<file path="src/hdl/io_wait_timeout_table_top_defines.svh">
// Assertion macros shared by the waiter table RTL.
`ifndef IO_WAIT_TIMEOUT_TABLE_TOP_DEFINES_SVH
`define IO_WAIT_TIMEOUT_TABLE_TOP_DEFINES_SVH

// Same-cycle implication, checked on every rising clk outside reset.
`define IOWT_ASSERT_IMP(lbl, ante, cons) \
  lbl: assert property (@(posedge clk) disable iff (!rst_n) (ante) |-> (cons)) \
    else $error("iowt assertion failed");

// Next-cycle implication, checked on every rising clk outside reset.
`define IOWT_ASSERT_NXT(lbl, ante, cons) \
  lbl: assert property (@(posedge clk) disable iff (!rst_n) (ante) |=> (cons)) \
    else $error("iowt assertion failed");

`endif

</file>
<file path="src/hdl/iowt_pkg.sv">
// Types and constants of the I/O wait timeout table.
package iowt_pkg;

  localparam int CHANNELS = 16;
  localparam int CH_IW    = (CHANNELS > 1) ? $clog2(CHANNELS) : 1;

  localparam int TYPE_W = 2;
  localparam int CHAN_W = 8;
  localparam int TAG_W  = 16;
  localparam int TMO_W  = 23;
  localparam int MS_W   = TMO_W - 1;
  localparam int SEC_W  = 32;
  localparam int STAT_W = 3;
  localparam int ENTRY_W = TAG_W + SEC_W;

  // ceil(ms / 1000) = ((ms + 999) * RECIP) >> RECIP_SHIFT, exact for ms < 2**22
  localparam int                RECIP_W     = 24;
  localparam logic [RECIP_W-1:0] RECIP      = 24'd8589935;
  localparam int                RECIP_SHIFT = 33;
  localparam int                PROD_W      = TMO_W + RECIP_W;
  localparam int                QUOT_W      = PROD_W - RECIP_SHIFT;
  localparam logic [TMO_W-1:0]  ROUND_UP    = 23'd999;

  localparam logic [TYPE_W-1:0] REQ_WAIT_RD = 2'd0;
  localparam logic [TYPE_W-1:0] REQ_WAIT_WR = 2'd1;
  localparam logic [TYPE_W-1:0] REQ_IO      = 2'd2;
  localparam logic [TYPE_W-1:0] REQ_TICK    = 2'd3;

  localparam logic [STAT_W-1:0] ST_ACCEPT = 3'd0;
  localparam logic [STAT_W-1:0] ST_RANGE  = 3'd1;
  localparam logic [STAT_W-1:0] ST_ACTIVE = 3'd2;
  localparam logic [STAT_W-1:0] ST_RESUME = 3'd3;
  localparam logic [STAT_W-1:0] ST_ABORT  = 3'd4;

  typedef struct packed {
    logic [STAT_W-1:0] status;
    logic [CHAN_W-1:0] chan;
    logic              is_write;
    logic [TAG_W-1:0]  tag;
  } result_t;

  typedef struct packed {
    logic [TAG_W-1:0] tag;
    logic [SEC_W-1:0] expiry;
  } entry_t;

endpackage

</file>
<file path="src/hdl/iowt_if.sv">
// Valid/ready channel interfaces for requests and results.
interface iowt_in_if
  import iowt_pkg::*;
();
  logic              valid;
  logic              ready;
  logic [TYPE_W-1:0] req_type;
  logic [CHAN_W-1:0] channel;
  logic [TAG_W-1:0]  waiter_tag;
  logic signed [TMO_W-1:0] timeout_ms;
  logic              read_ready;
  logic              write_ready;
  logic [SEC_W-1:0]  now_seconds;

  modport source (output valid, req_type, channel, waiter_tag, timeout_ms,
                  read_ready, write_ready, now_seconds, input ready);
  modport sink (input valid, req_type, channel, waiter_tag, timeout_ms,
                read_ready, write_ready, now_seconds, output ready);
endinterface

interface iowt_out_if
  import iowt_pkg::*;
();
  logic              valid;
  logic              ready;
  logic [STAT_W-1:0] status;
  logic [CHAN_W-1:0] out_channel;
  logic              is_write;
  logic [TAG_W-1:0]  out_tag;
  logic              last;

  modport source (output valid, status, out_channel, is_write, out_tag, last,
                  input ready);
  modport sink (input valid, status, out_channel, is_write, out_tag, last,
                output ready);
endinterface

</file>
<file path="src/hdl/iowt_expiry.sv">
// Expiry second of a wait: clock plus timeout rounded up to whole seconds.
module iowt_expiry
  import iowt_pkg::*;
(
  input  logic                    clk,
  input  logic                    load,
  input  logic signed [TMO_W-1:0] timeout_ms,
  input  logic [SEC_W-1:0]        now_clock,
  output logic [SEC_W-1:0]        expiry
);

  logic [PROD_W-1:0] prod_r;
  logic              never_r;
  logic [TMO_W-1:0]  rounded;
  logic [QUOT_W-1:0] secs;

  // any negative timeout means no expiry
  assign rounded = {1'b0, timeout_ms[MS_W-1:0]} + ROUND_UP;
  assign secs    = prod_r[PROD_W-1:RECIP_SHIFT];
  assign expiry  = never_r ? '0 : now_clock + SEC_W'(secs);

  always_ff @(posedge clk) begin
    if (load) begin
      prod_r  <= PROD_W'(rounded) * PROD_W'(RECIP);
      never_r <= timeout_ms[TMO_W-1];
    end
  end

endmodule

</file>
<file path="src/hdl/io_wait_timeout_table_top.sv">
// I/O wait timeout table: per-channel reader and writer waiters with expiry scan.
//
// Each channel holds one reader and one writer waiter; tags and expiry seconds
// live in two single-port synchronous memories (one per side), armed flags in
// flip-flops cleared by reset, so no clearing pass is needed after reset. A
// wait request is accepted, then its expiry is added and, for a free in-range
// slot, written. An in-range io event is accepted with a table read, then
// reader check, writer check and close-out follow. A tick with a new second
// reads the table for each channel and checks each side, then closes out; a
// tick with an unchanged second ends at its accept. The result port can stall
// these steps. Results are buffered one deep so the final one carries last.
module io_wait_timeout_table_top
  import iowt_pkg::*;
(
  input  logic        clk,
  input  logic        rst_n,
  iowt_in_if.sink     in_txn,
  iowt_out_if.source  out_txn
);

`include "io_wait_timeout_table_top_defines.svh"

  localparam logic [2:0] S_IDLE = 3'd0;
  localparam logic [2:0] S_WAIT = 3'd1;
  localparam logic [2:0] S_RD   = 3'd2;
  localparam logic [2:0] S_EVR  = 3'd3;
  localparam logic [2:0] S_EVW  = 3'd4;
  localparam logic [2:0] S_FIN  = 3'd5;

  logic [2:0]          state_r, state_nxt;
  logic [TYPE_W-1:0]   type_r;
  logic [CHAN_W-1:0]   chan_r;
  logic [TAG_W-1:0]    tag_r;
  logic                rr_r, wr_r, ok_r;
  logic [CH_IW-1:0]    ch_r, ch_nxt;
  logic [SEC_W-1:0]    clock_r, clock_nxt;
  logic [CHANNELS-1:0] rvalid_r, rvalid_nxt, wvalid_r, wvalid_nxt;

  result_t             hold_r, hold_nxt, out_r, out_nxt;
  logic                hold_v_r, hold_v_nxt, out_v_r, out_v_nxt, out_last_r, out_last_nxt;

  entry_t              rmem [CHANNELS];
  entry_t              wmem [CHANNELS];
  entry_t              rdata_r, wdata_r;
  logic                rd_en, rwe, wwe;
  logic [CH_IW-1:0]    rd_addr;
  entry_t              wentry;

  logic                in_fire, in_ok, out_free, is_io, load;
  logic [SEC_W-1:0]    expiry;
  logic                cand_v;
  result_t             cand;
  entry_t              side_data;
  logic                side_v;
  logic                side_flag;

  assign in_fire  = in_txn.valid && in_txn.ready;
  assign in_txn.ready = (state_r == S_IDLE);
  assign in_ok    = {1'b0, in_txn.channel} < (CHAN_W + 1)'(CHANNELS);
  assign out_free = !out_v_r || out_txn.ready;
  assign is_io    = (type_r == REQ_IO);
  assign load     = in_fire;

  iowt_expiry u_expiry (
    .clk        (clk),
    .load       (load),
    .timeout_ms (in_txn.timeout_ms),
    .now_clock  (clock_r),
    .expiry     (expiry)
  );

  assign wentry = '{tag: tag_r, expiry: expiry};

  // candidate result of the side under evaluation
  always_comb begin
    side_data = (state_r == S_EVW) ? wdata_r : rdata_r;
    side_v    = (state_r == S_EVW) ? wvalid_r[ch_r] : rvalid_r[ch_r];
    side_flag = (state_r == S_EVW) ? wr_r : rr_r;
    if (is_io) begin
      cand_v = side_flag && side_v;
    end else begin
      cand_v = side_v && (side_data.expiry != '0) && (side_data.expiry <= clock_r);
    end
    cand.status   = is_io ? ST_RESUME : ST_ABORT;
    cand.chan     = CHAN_W'(ch_r);
    cand.is_write = (state_r == S_EVW);
    cand.tag      = side_data.tag;
  end

  always_comb begin
    state_nxt    = state_r;
    ch_nxt       = ch_r;
    clock_nxt    = clock_r;
    rvalid_nxt   = rvalid_r;
    wvalid_nxt   = wvalid_r;
    hold_nxt     = hold_r;
    hold_v_nxt   = hold_v_r;
    out_nxt      = out_r;
    out_last_nxt = out_last_r;
    out_v_nxt    = out_v_r && !out_txn.ready;
    rd_en        = 1'b0;
    rd_addr      = ch_r;
    rwe          = 1'b0;
    wwe          = 1'b0;

    unique case (state_r) inside
      S_IDLE: begin
        if (in_fire) begin
          unique case (in_txn.req_type) inside
            REQ_WAIT_RD, REQ_WAIT_WR: begin
              ch_nxt    = in_txn.channel[CH_IW-1:0];
              state_nxt = S_WAIT;
            end
            REQ_IO: begin
              if (in_ok) begin
                ch_nxt    = in_txn.channel[CH_IW-1:0];
                rd_en     = 1'b1;
                rd_addr   = in_txn.channel[CH_IW-1:0];
                state_nxt = S_EVR;
              end else begin
                state_nxt = S_WAIT;
              end
            end
            REQ_TICK: begin
              if (in_txn.now_seconds != clock_r) begin
                clock_nxt = in_txn.now_seconds;
                ch_nxt    = '0;
                state_nxt = S_RD;
              end
            end
            default: state_nxt = S_IDLE;
          endcase
        end
      end
      S_WAIT: begin
        // single-result requests go straight to the output register
        if (out_free) begin
          out_v_nxt    = 1'b1;
          out_last_nxt = 1'b1;
          out_nxt.chan = chan_r;
          out_nxt.tag  = is_io ? '0 : tag_r;
          out_nxt.is_write = (type_r == REQ_WAIT_WR);
          if (!ok_r) begin
            out_nxt.status = ST_RANGE;
          end else if (type_r == REQ_WAIT_WR) begin
            out_nxt.status = wvalid_r[ch_r] ? ST_ACTIVE : ST_ACCEPT;
            if (!wvalid_r[ch_r]) begin
              wwe = 1'b1;
              wvalid_nxt[ch_r] = 1'b1;
            end
          end else begin
            out_nxt.status = rvalid_r[ch_r] ? ST_ACTIVE : ST_ACCEPT;
            if (!rvalid_r[ch_r]) begin
              rwe = 1'b1;
              rvalid_nxt[ch_r] = 1'b1;
            end
          end
          state_nxt = S_IDLE;
        end
      end
      S_RD: begin
        rd_en     = 1'b1;
        state_nxt = S_EVR;
      end
      S_EVR, S_EVW: begin
        if (!(cand_v && hold_v_r && !out_free)) begin
          if (cand_v) begin
            if (hold_v_r) begin
              out_v_nxt    = 1'b1;
              out_last_nxt = 1'b0;
              out_nxt      = hold_r;
            end
            hold_nxt   = cand;
            hold_v_nxt = 1'b1;
            if (state_r == S_EVW) begin
              wvalid_nxt[ch_r] = 1'b0;
            end else begin
              rvalid_nxt[ch_r] = 1'b0;
            end
          end
          if (state_r == S_EVR) begin
            state_nxt = S_EVW;
          end else if (is_io || ch_r == CH_IW'(CHANNELS - 1)) begin
            state_nxt = S_FIN;
          end else begin
            ch_nxt    = ch_r + CH_IW'(1);
            state_nxt = S_RD;
          end
        end
      end
      S_FIN: begin
        // release the buffered result as the last of this transaction
        if (!hold_v_r) begin
          state_nxt = S_IDLE;
        end else if (out_free) begin
          out_v_nxt    = 1'b1;
          out_last_nxt = 1'b1;
          out_nxt      = hold_r;
          hold_v_nxt   = 1'b0;
          state_nxt    = S_IDLE;
        end
      end
      default: state_nxt = S_IDLE;
    endcase
  end

  always_ff @(posedge clk) begin
    if (!rst_n) begin
      state_r  <= S_IDLE;
      clock_r  <= '0;
      rvalid_r <= '0;
      wvalid_r <= '0;
      hold_v_r <= 1'b0;
      out_v_r  <= 1'b0;
    end else begin
      state_r  <= state_nxt;
      clock_r  <= clock_nxt;
      rvalid_r <= rvalid_nxt;
      wvalid_r <= wvalid_nxt;
      hold_v_r <= hold_v_nxt;
      out_v_r  <= out_v_nxt;
    end
  end

  always_ff @(posedge clk) begin
    ch_r       <= ch_nxt;
    hold_r     <= hold_nxt;
    out_r      <= out_nxt;
    out_last_r <= out_last_nxt;
    if (in_fire) begin
      type_r <= in_txn.req_type;
      chan_r <= in_txn.channel;
      tag_r  <= in_txn.waiter_tag;
      rr_r   <= in_txn.read_ready;
      wr_r   <= in_txn.write_ready;
      ok_r   <= in_ok;
    end
  end

  always_ff @(posedge clk) begin
    if (rwe) begin
      rmem[ch_r] <= wentry;
    end
    if (wwe) begin
      wmem[ch_r] <= wentry;
    end
    if (rd_en) begin
      rdata_r <= rmem[rd_addr];
      wdata_r <= wmem[rd_addr];
    end
  end

  assign out_txn.valid       = out_v_r;
  assign out_txn.status      = out_r.status;
  assign out_txn.out_channel = out_r.chan;
  assign out_txn.is_write    = out_r.is_write;
  assign out_txn.out_tag     = out_r.tag;
  assign out_txn.last        = out_last_r;

  `IOWT_ASSERT_IMP(a_idle_no_hold, state_r == S_IDLE, !hold_v_r)
  `IOWT_ASSERT_NXT(a_wait_emits_last, state_r == S_WAIT && out_free,
                   out_v_r && out_last_r && state_r == S_IDLE)
  `IOWT_ASSERT_NXT(a_tick_sets_clock,
                   in_fire && in_txn.req_type == REQ_TICK,
                   clock_r == $past(in_txn.now_seconds))
  `IOWT_ASSERT_NXT(a_fin_flushes, state_r == S_FIN && hold_v_r && out_free,
                   out_v_r && out_last_r && !hold_v_r)

endmodule

</file>
<file path="src/flat_wrapper.sv">
// flat-port wrapper written by rule: the top's interface ports become plain ports
module io_wait_timeout_table_top_flat import iowt_pkg::*;
  (clk, rst_n, in_txn_valid, in_txn_req_type, in_txn_channel, in_txn_waiter_tag, in_txn_timeout_ms, in_txn_read_ready, in_txn_write_ready, in_txn_now_seconds, in_txn_ready, out_txn_valid, out_txn_status, out_txn_out_channel, out_txn_is_write, out_txn_out_tag, out_txn_last, out_txn_ready);
  iowt_in_if in_txn_i ();
  iowt_out_if out_txn_i ();
  input  logic clk;
  input  logic rst_n;
  input wire logic [$bits(in_txn_i.valid)-1:0] in_txn_valid;
  input wire logic [$bits(in_txn_i.req_type)-1:0] in_txn_req_type;
  input wire logic [$bits(in_txn_i.channel)-1:0] in_txn_channel;
  input wire logic [$bits(in_txn_i.waiter_tag)-1:0] in_txn_waiter_tag;
  input wire logic [$bits(in_txn_i.timeout_ms)-1:0] in_txn_timeout_ms;
  input wire logic [$bits(in_txn_i.read_ready)-1:0] in_txn_read_ready;
  input wire logic [$bits(in_txn_i.write_ready)-1:0] in_txn_write_ready;
  input wire logic [$bits(in_txn_i.now_seconds)-1:0] in_txn_now_seconds;
  output wire logic [$bits(in_txn_i.ready)-1:0] in_txn_ready;
  output wire logic [$bits(out_txn_i.valid)-1:0] out_txn_valid;
  output wire logic [$bits(out_txn_i.status)-1:0] out_txn_status;
  output wire logic [$bits(out_txn_i.out_channel)-1:0] out_txn_out_channel;
  output wire logic [$bits(out_txn_i.is_write)-1:0] out_txn_is_write;
  output wire logic [$bits(out_txn_i.out_tag)-1:0] out_txn_out_tag;
  output wire logic [$bits(out_txn_i.last)-1:0] out_txn_last;
  input wire logic [$bits(out_txn_i.ready)-1:0] out_txn_ready;
  assign in_txn_i.valid = in_txn_valid;
  assign in_txn_i.req_type = in_txn_req_type;
  assign in_txn_i.channel = in_txn_channel;
  assign in_txn_i.waiter_tag = in_txn_waiter_tag;
  assign in_txn_i.timeout_ms = in_txn_timeout_ms;
  assign in_txn_i.read_ready = in_txn_read_ready;
  assign in_txn_i.write_ready = in_txn_write_ready;
  assign in_txn_i.now_seconds = in_txn_now_seconds;
  assign in_txn_ready = in_txn_i.ready;
  assign out_txn_valid = out_txn_i.valid;
  assign out_txn_status = out_txn_i.status;
  assign out_txn_out_channel = out_txn_i.out_channel;
  assign out_txn_is_write = out_txn_i.is_write;
  assign out_txn_out_tag = out_txn_i.out_tag;
  assign out_txn_last = out_txn_i.last;
  assign out_txn_i.ready = out_txn_ready;
  io_wait_timeout_table_top u_core (.clk(clk), .rst_n(rst_n), .in_txn(in_txn_i), .out_txn(out_txn_i));
endmodule
</file>
<file path="config.mk">
export PLATFORM = sky130hd
export DESIGN_NAME = io_wait_timeout_table_top_flat
export DESIGN_NICKNAME = d
export VERILOG_FILES = /design/src/hdl/iowt_pkg.sv /design/src/hdl/iowt_if.sv /design/src/hdl/iowt_expiry.sv /design/src/hdl/io_wait_timeout_table_top.sv /design/src/flat_wrapper.sv
export VERILOG_INCLUDE_DIRS = /design/src /design/src/hdl
export SDC_FILE = /design/constraint.sdc
export NUM_CORES = 2
export LEC_CHECK = 0
export ABC_AREA = 1
export BUFFER_PORTS_ARGS = -buffer_cell sky130_fd_sc_hd__buf_2
export CAP_MARGIN = 30
export CELL_PAD_IN_SITES_DETAIL_PLACEMENT = 1
export CELL_PAD_IN_SITES_GLOBAL_PLACEMENT = 1
export CORE_ASPECT_RATIO = 0.9
export CORE_MARGIN = 5
export CORE_UTILIZATION = 45
export CTS_BUF_LIST = sky130_fd_sc_hd__clkbuf_2 sky130_fd_sc_hd__clkbuf_4 sky130_fd_sc_hd__clkbuf_8
export CTS_CLUSTER_DIAMETER = 40
export DETAILED_ROUTE_END_ITERATION = 8
export PLACE_DENSITY = 0.72
export SYNTH_ARGS = -nofsm -noshare
export SYNTH_HDL_FRONTEND = slang
export SYNTH_SLANG_ARGS = --single-unit
</file>
<file path="constraint.sdc">
create_clock -name clk -period 13.05 [get_ports clk]
set_input_delay 1.305 -clock clk [delete_from_list [all_inputs] [get_ports clk]]
set_output_delay 1.305 -clock clk [all_outputs]
set_load 0.01 [all_outputs]
</file>
==> reports/qor.txt <==
Status: finished, final reports clean
Top FF cell, synth: edfxtp_1
Sequential share of the synthesized area: 0.632
Drt pass-1 iters: 5
Final setup viols: 0
Synthesized area: 84500 um2
CORE AREA: 186000 um2
Routed wl met2: 126000 um
Worst r2r dst: u_core.wdata_r[25]$_DFFE_PP_
RSZ-0062 raised after global routing: false
EDFF count, synth: 1732
Clk buf depth: 4
Ports: 118
Initial antenna violation count: 16
Slew Viols, Final: 0
Final Cycle Share: 0.655
End-of-flow core utilization: 0.508
Top cells by area, synth: edfxtp_1, inv_1, nand2_1
Async SR Flop Fraction: 0
Post-CTS Setup Repair Bufs: 0
Worst Max-Slew Pin Slew: 1070 ps
Total power: 0.0184 W
Setup Skew: 83.6 ps
R2r setup slk: 7050 ps
Top layer in use: met4
Max-Slew Margin vs Limit: 0.287
Share of layout cells above drive strength 1: 0.109
#FFs+latches synth: 1801
P per Cell Area: 194 nW/um2
Synth Area in Compound Gates: 0.111
# clock sinks: 1801
Antenna Nets Post-Route: 0
Die span in y: 421 um
Setup TNS: 0 ps
Overall global routing resource usage: 0.265
DRC Markers: 0
Clk slew on worst S/H paths: 60 ps
Met3 wire length: 17900 um
XOR/XNOR Fraction of Synth Area: 0.00601
Clock Latency Late Sink: 1040 ps
Avg WL per Cell: 25.4 um
CP most frequent cell: fa_1
Initial DRC Count: 5807
Total Wirelength: 265000 um
Final hold vios: 0
Worst Setup SP: in_txn_timeout_ms[0]
Hold slack: 442 ps
CTS tree: built
Main combinational cell family by area after synthesis: compound AO/OA/AOI/OAI gates
Synth top area share: 0.615
Synth Area in Adders: 0.0801
Detailed Place HPWL: 154000 um
Synth-to-layout area growth: 11.9%
Crit-path slowest cell: xor2_1
Yosys top cell by area: edfxtp_1
Largest net degree at the start of global routing: 241
Synth unique cells: 50
Worst vdd ir: 0.227 mV
Post-CTS Hold Fix Bufs: 0
Syn Nets: 8009
Chip width: 467 um
HP Class: in2reg
Max FO, Critical Path: 12
CTS root buf: clkbuf_8
Resized Gates After CTS: 0
Crit path to: u_core.u_expiry.prod_r[43]$_DFFE_PP_
Mapped Avg Cell Area: 11.3 um2
Post-Syn Instances: 7476
YS warnings: 0
Fmax: 0.117 GHz
Crit Path Category: in2reg
Most common cell after layout, fill and taps aside: edfxtp_1
Leakage power: 37.1 nW
Max cap viols: 0
Critical path's largest stage delay: 570 ps
Post-synthesis mux area share: 0
Congestion Overflow GR: 0
Post-Layout Cell Count: 10400
CTS HTree Levels: 5
Req. time, crit path: 13780 ps
Via count: 58900
CP Launch Type: primary input
First-pass GRT wire length: 391000 um
Vias in the first global route: 60900
Critical Path End Type: flop
Cells on worst reg2reg path: 12
Die Footprint: 197000 um2
Via density: 5.65
FP Rows: 150
WP data arrival: 9280 ps
Final-layout fill cell count: 19800
Final #Nets: 8213
Shortest period the worst path allows: 8540 ps
Reg-to-Reg Start: u_core.ch_r[0]$_DFFE_PP_
PortBufs: 117
DP Cell Count: 9857
Most frequent cells in the layout: edfxtp_1, inv_1, nand2_1
Initial Utilization: 0.454
M1 WL: 113000 um
Total CTS buffers: 321
Post-synthesis simple-gate area fraction: 0.0917
GP Congestion: 0.863
cell families (layout without fill, tap and decap cells):
logic type,after synthesis,after routing
buffers and inverters,1682,2109
other,0,6
and+or+nand+nor,1818,1818
xor gates and xnor gates,58,58
DFF,1801,1801
adders and majority gates,446,446
AOI/OAI and AO/OA,1671,1671
worst max-delay path: cells and delay by family:
| kind | cells | cell delay, ps |
|---|---|---|
| simple gates | 8 | 1260 |
| compound gates | 6 | 1300 |
| xor+xnor | 2 | 710 |
| buf+inv | 6 | 870 |
| fa+ha+maj | 8 | 3810 |
state kept, by name (all words and copies together) (netlist names), 2 cells and up, named ones only:
name and count:
u_core.out_txn.out_channel 8, u_core.out_txn.status 3, u_core.rmem 768, u_core.rdata_r 48
u_core.u_expiry.prod_r 14, u_core.wdata_r 48, u_core.type_r 2, u_core.clock_r 32
u_core.state_r 3, u_core.hold_r 23, u_core.ch_r 4, u_core.chan_r 8
u_core.out_txn.out_tag 16, u_core.wmem 768, u_core.tag_r 16
metrics by stage:
| step | area [um2] | setup WS [ps] |
|---|---|---|
| after detailed placement | 88200 | 3460 |
| after floorplan | 84500 | 4020 |
| after CTS | 94300 | 4550 |
| after global routing | 94500 | 4110 |
| final | 94500 | 4510 |
| after global placement | 87800 | 3540 |
synth_stat cells, types with 4 or more instances:
| master | instances |
|---|---|
| xnor2_1 | 17 |
| nand2_1 | 970 |
| inv_1 | 1270 |
| nand3_1 | 507 |
| xor2_1 | 41 |
| o21ai_1 | 19 |
| clkbuf_1 | 122 |
| ha_1 | 288 |
| o211ai_1 | 272 |
| or2_2 | 14 |
| nor3_1 | 23 |
| edfxtp_1 | 1732 |
| buf_6 | 12 |
| buf_1 | 21 |
| o221ai_1 | 60 |
| nand4_1 | 53 |
| a21oi_1 | 654 |
| buf_2 | 216 |
| nor2_1 | 230 |
| a31oi_1 | 7 |
| clkinv_1 | 11 |
| dfxtp_1 | 69 |
| fa_1 | 158 |
| nor4_1 | 8 |
| o21ai_0 | 619 |
| o21a_1 | 9 |
| o21ai_2 | 6 |
| buf_4 | 4 |
| inv_2 | 26 |
layer usage:
metal,track usage,vias up
met5,0,-
met4,0.0833,0
met3,0.0382,501
met2,0.433,2069
met1,0.366,30000
li1,-,26300
worst min-delay path by stage:
stage                            startpoint                                       to  slack (ps)  depth (start not counted)
3_5_place_dp    u_core.hold_r[19]$_DFFE_PP_  u_core.out_txn.out_channel[2]$_DFFE_PP_         500                          2
4_1_cts               in_txn_waiter_tag[14]               u_core.tag_r[14]$_DFFE_PP_         320                          1
2_1_floorplan  u_core.hold_v_r$_SDFFE_PN0P_             u_core.hold_v_r$_SDFFE_PN0P_         470                          2
5_1_grt               in_txn_waiter_tag[14]               u_core.tag_r[14]$_DFFE_PP_         360                          1
3_3_place_gp    u_core.hold_r[27]$_DFFE_PP_   u_core.out_txn.status[2]$_SDFFCE_PN0P_         490                          2
6_report              in_txn_waiter_tag[14]               u_core.tag_r[14]$_DFFE_PP_         440                          1
power by group:
group,switching (W),internal [W]
logic,0.00433,0.00216
registers,0.0000744,0.00662
clock network,0.00234,0.00283
final cells by class:
class                      instances  area [um2]  share of cell area
multi-input combinational       3993       24900               0.263
clock buffer                     422        5210              0.0551
sequential                      1801       53400               0.565
clock inverter                   124         901             0.00953
inverter                        1307        4920              0.0520
timing repair buffer             256        2120              0.0224
antenna                            6        15.0            0.000159
tap                             2508        3140              0.0332
Note: power is estimated with default switching activity, not from simulation.
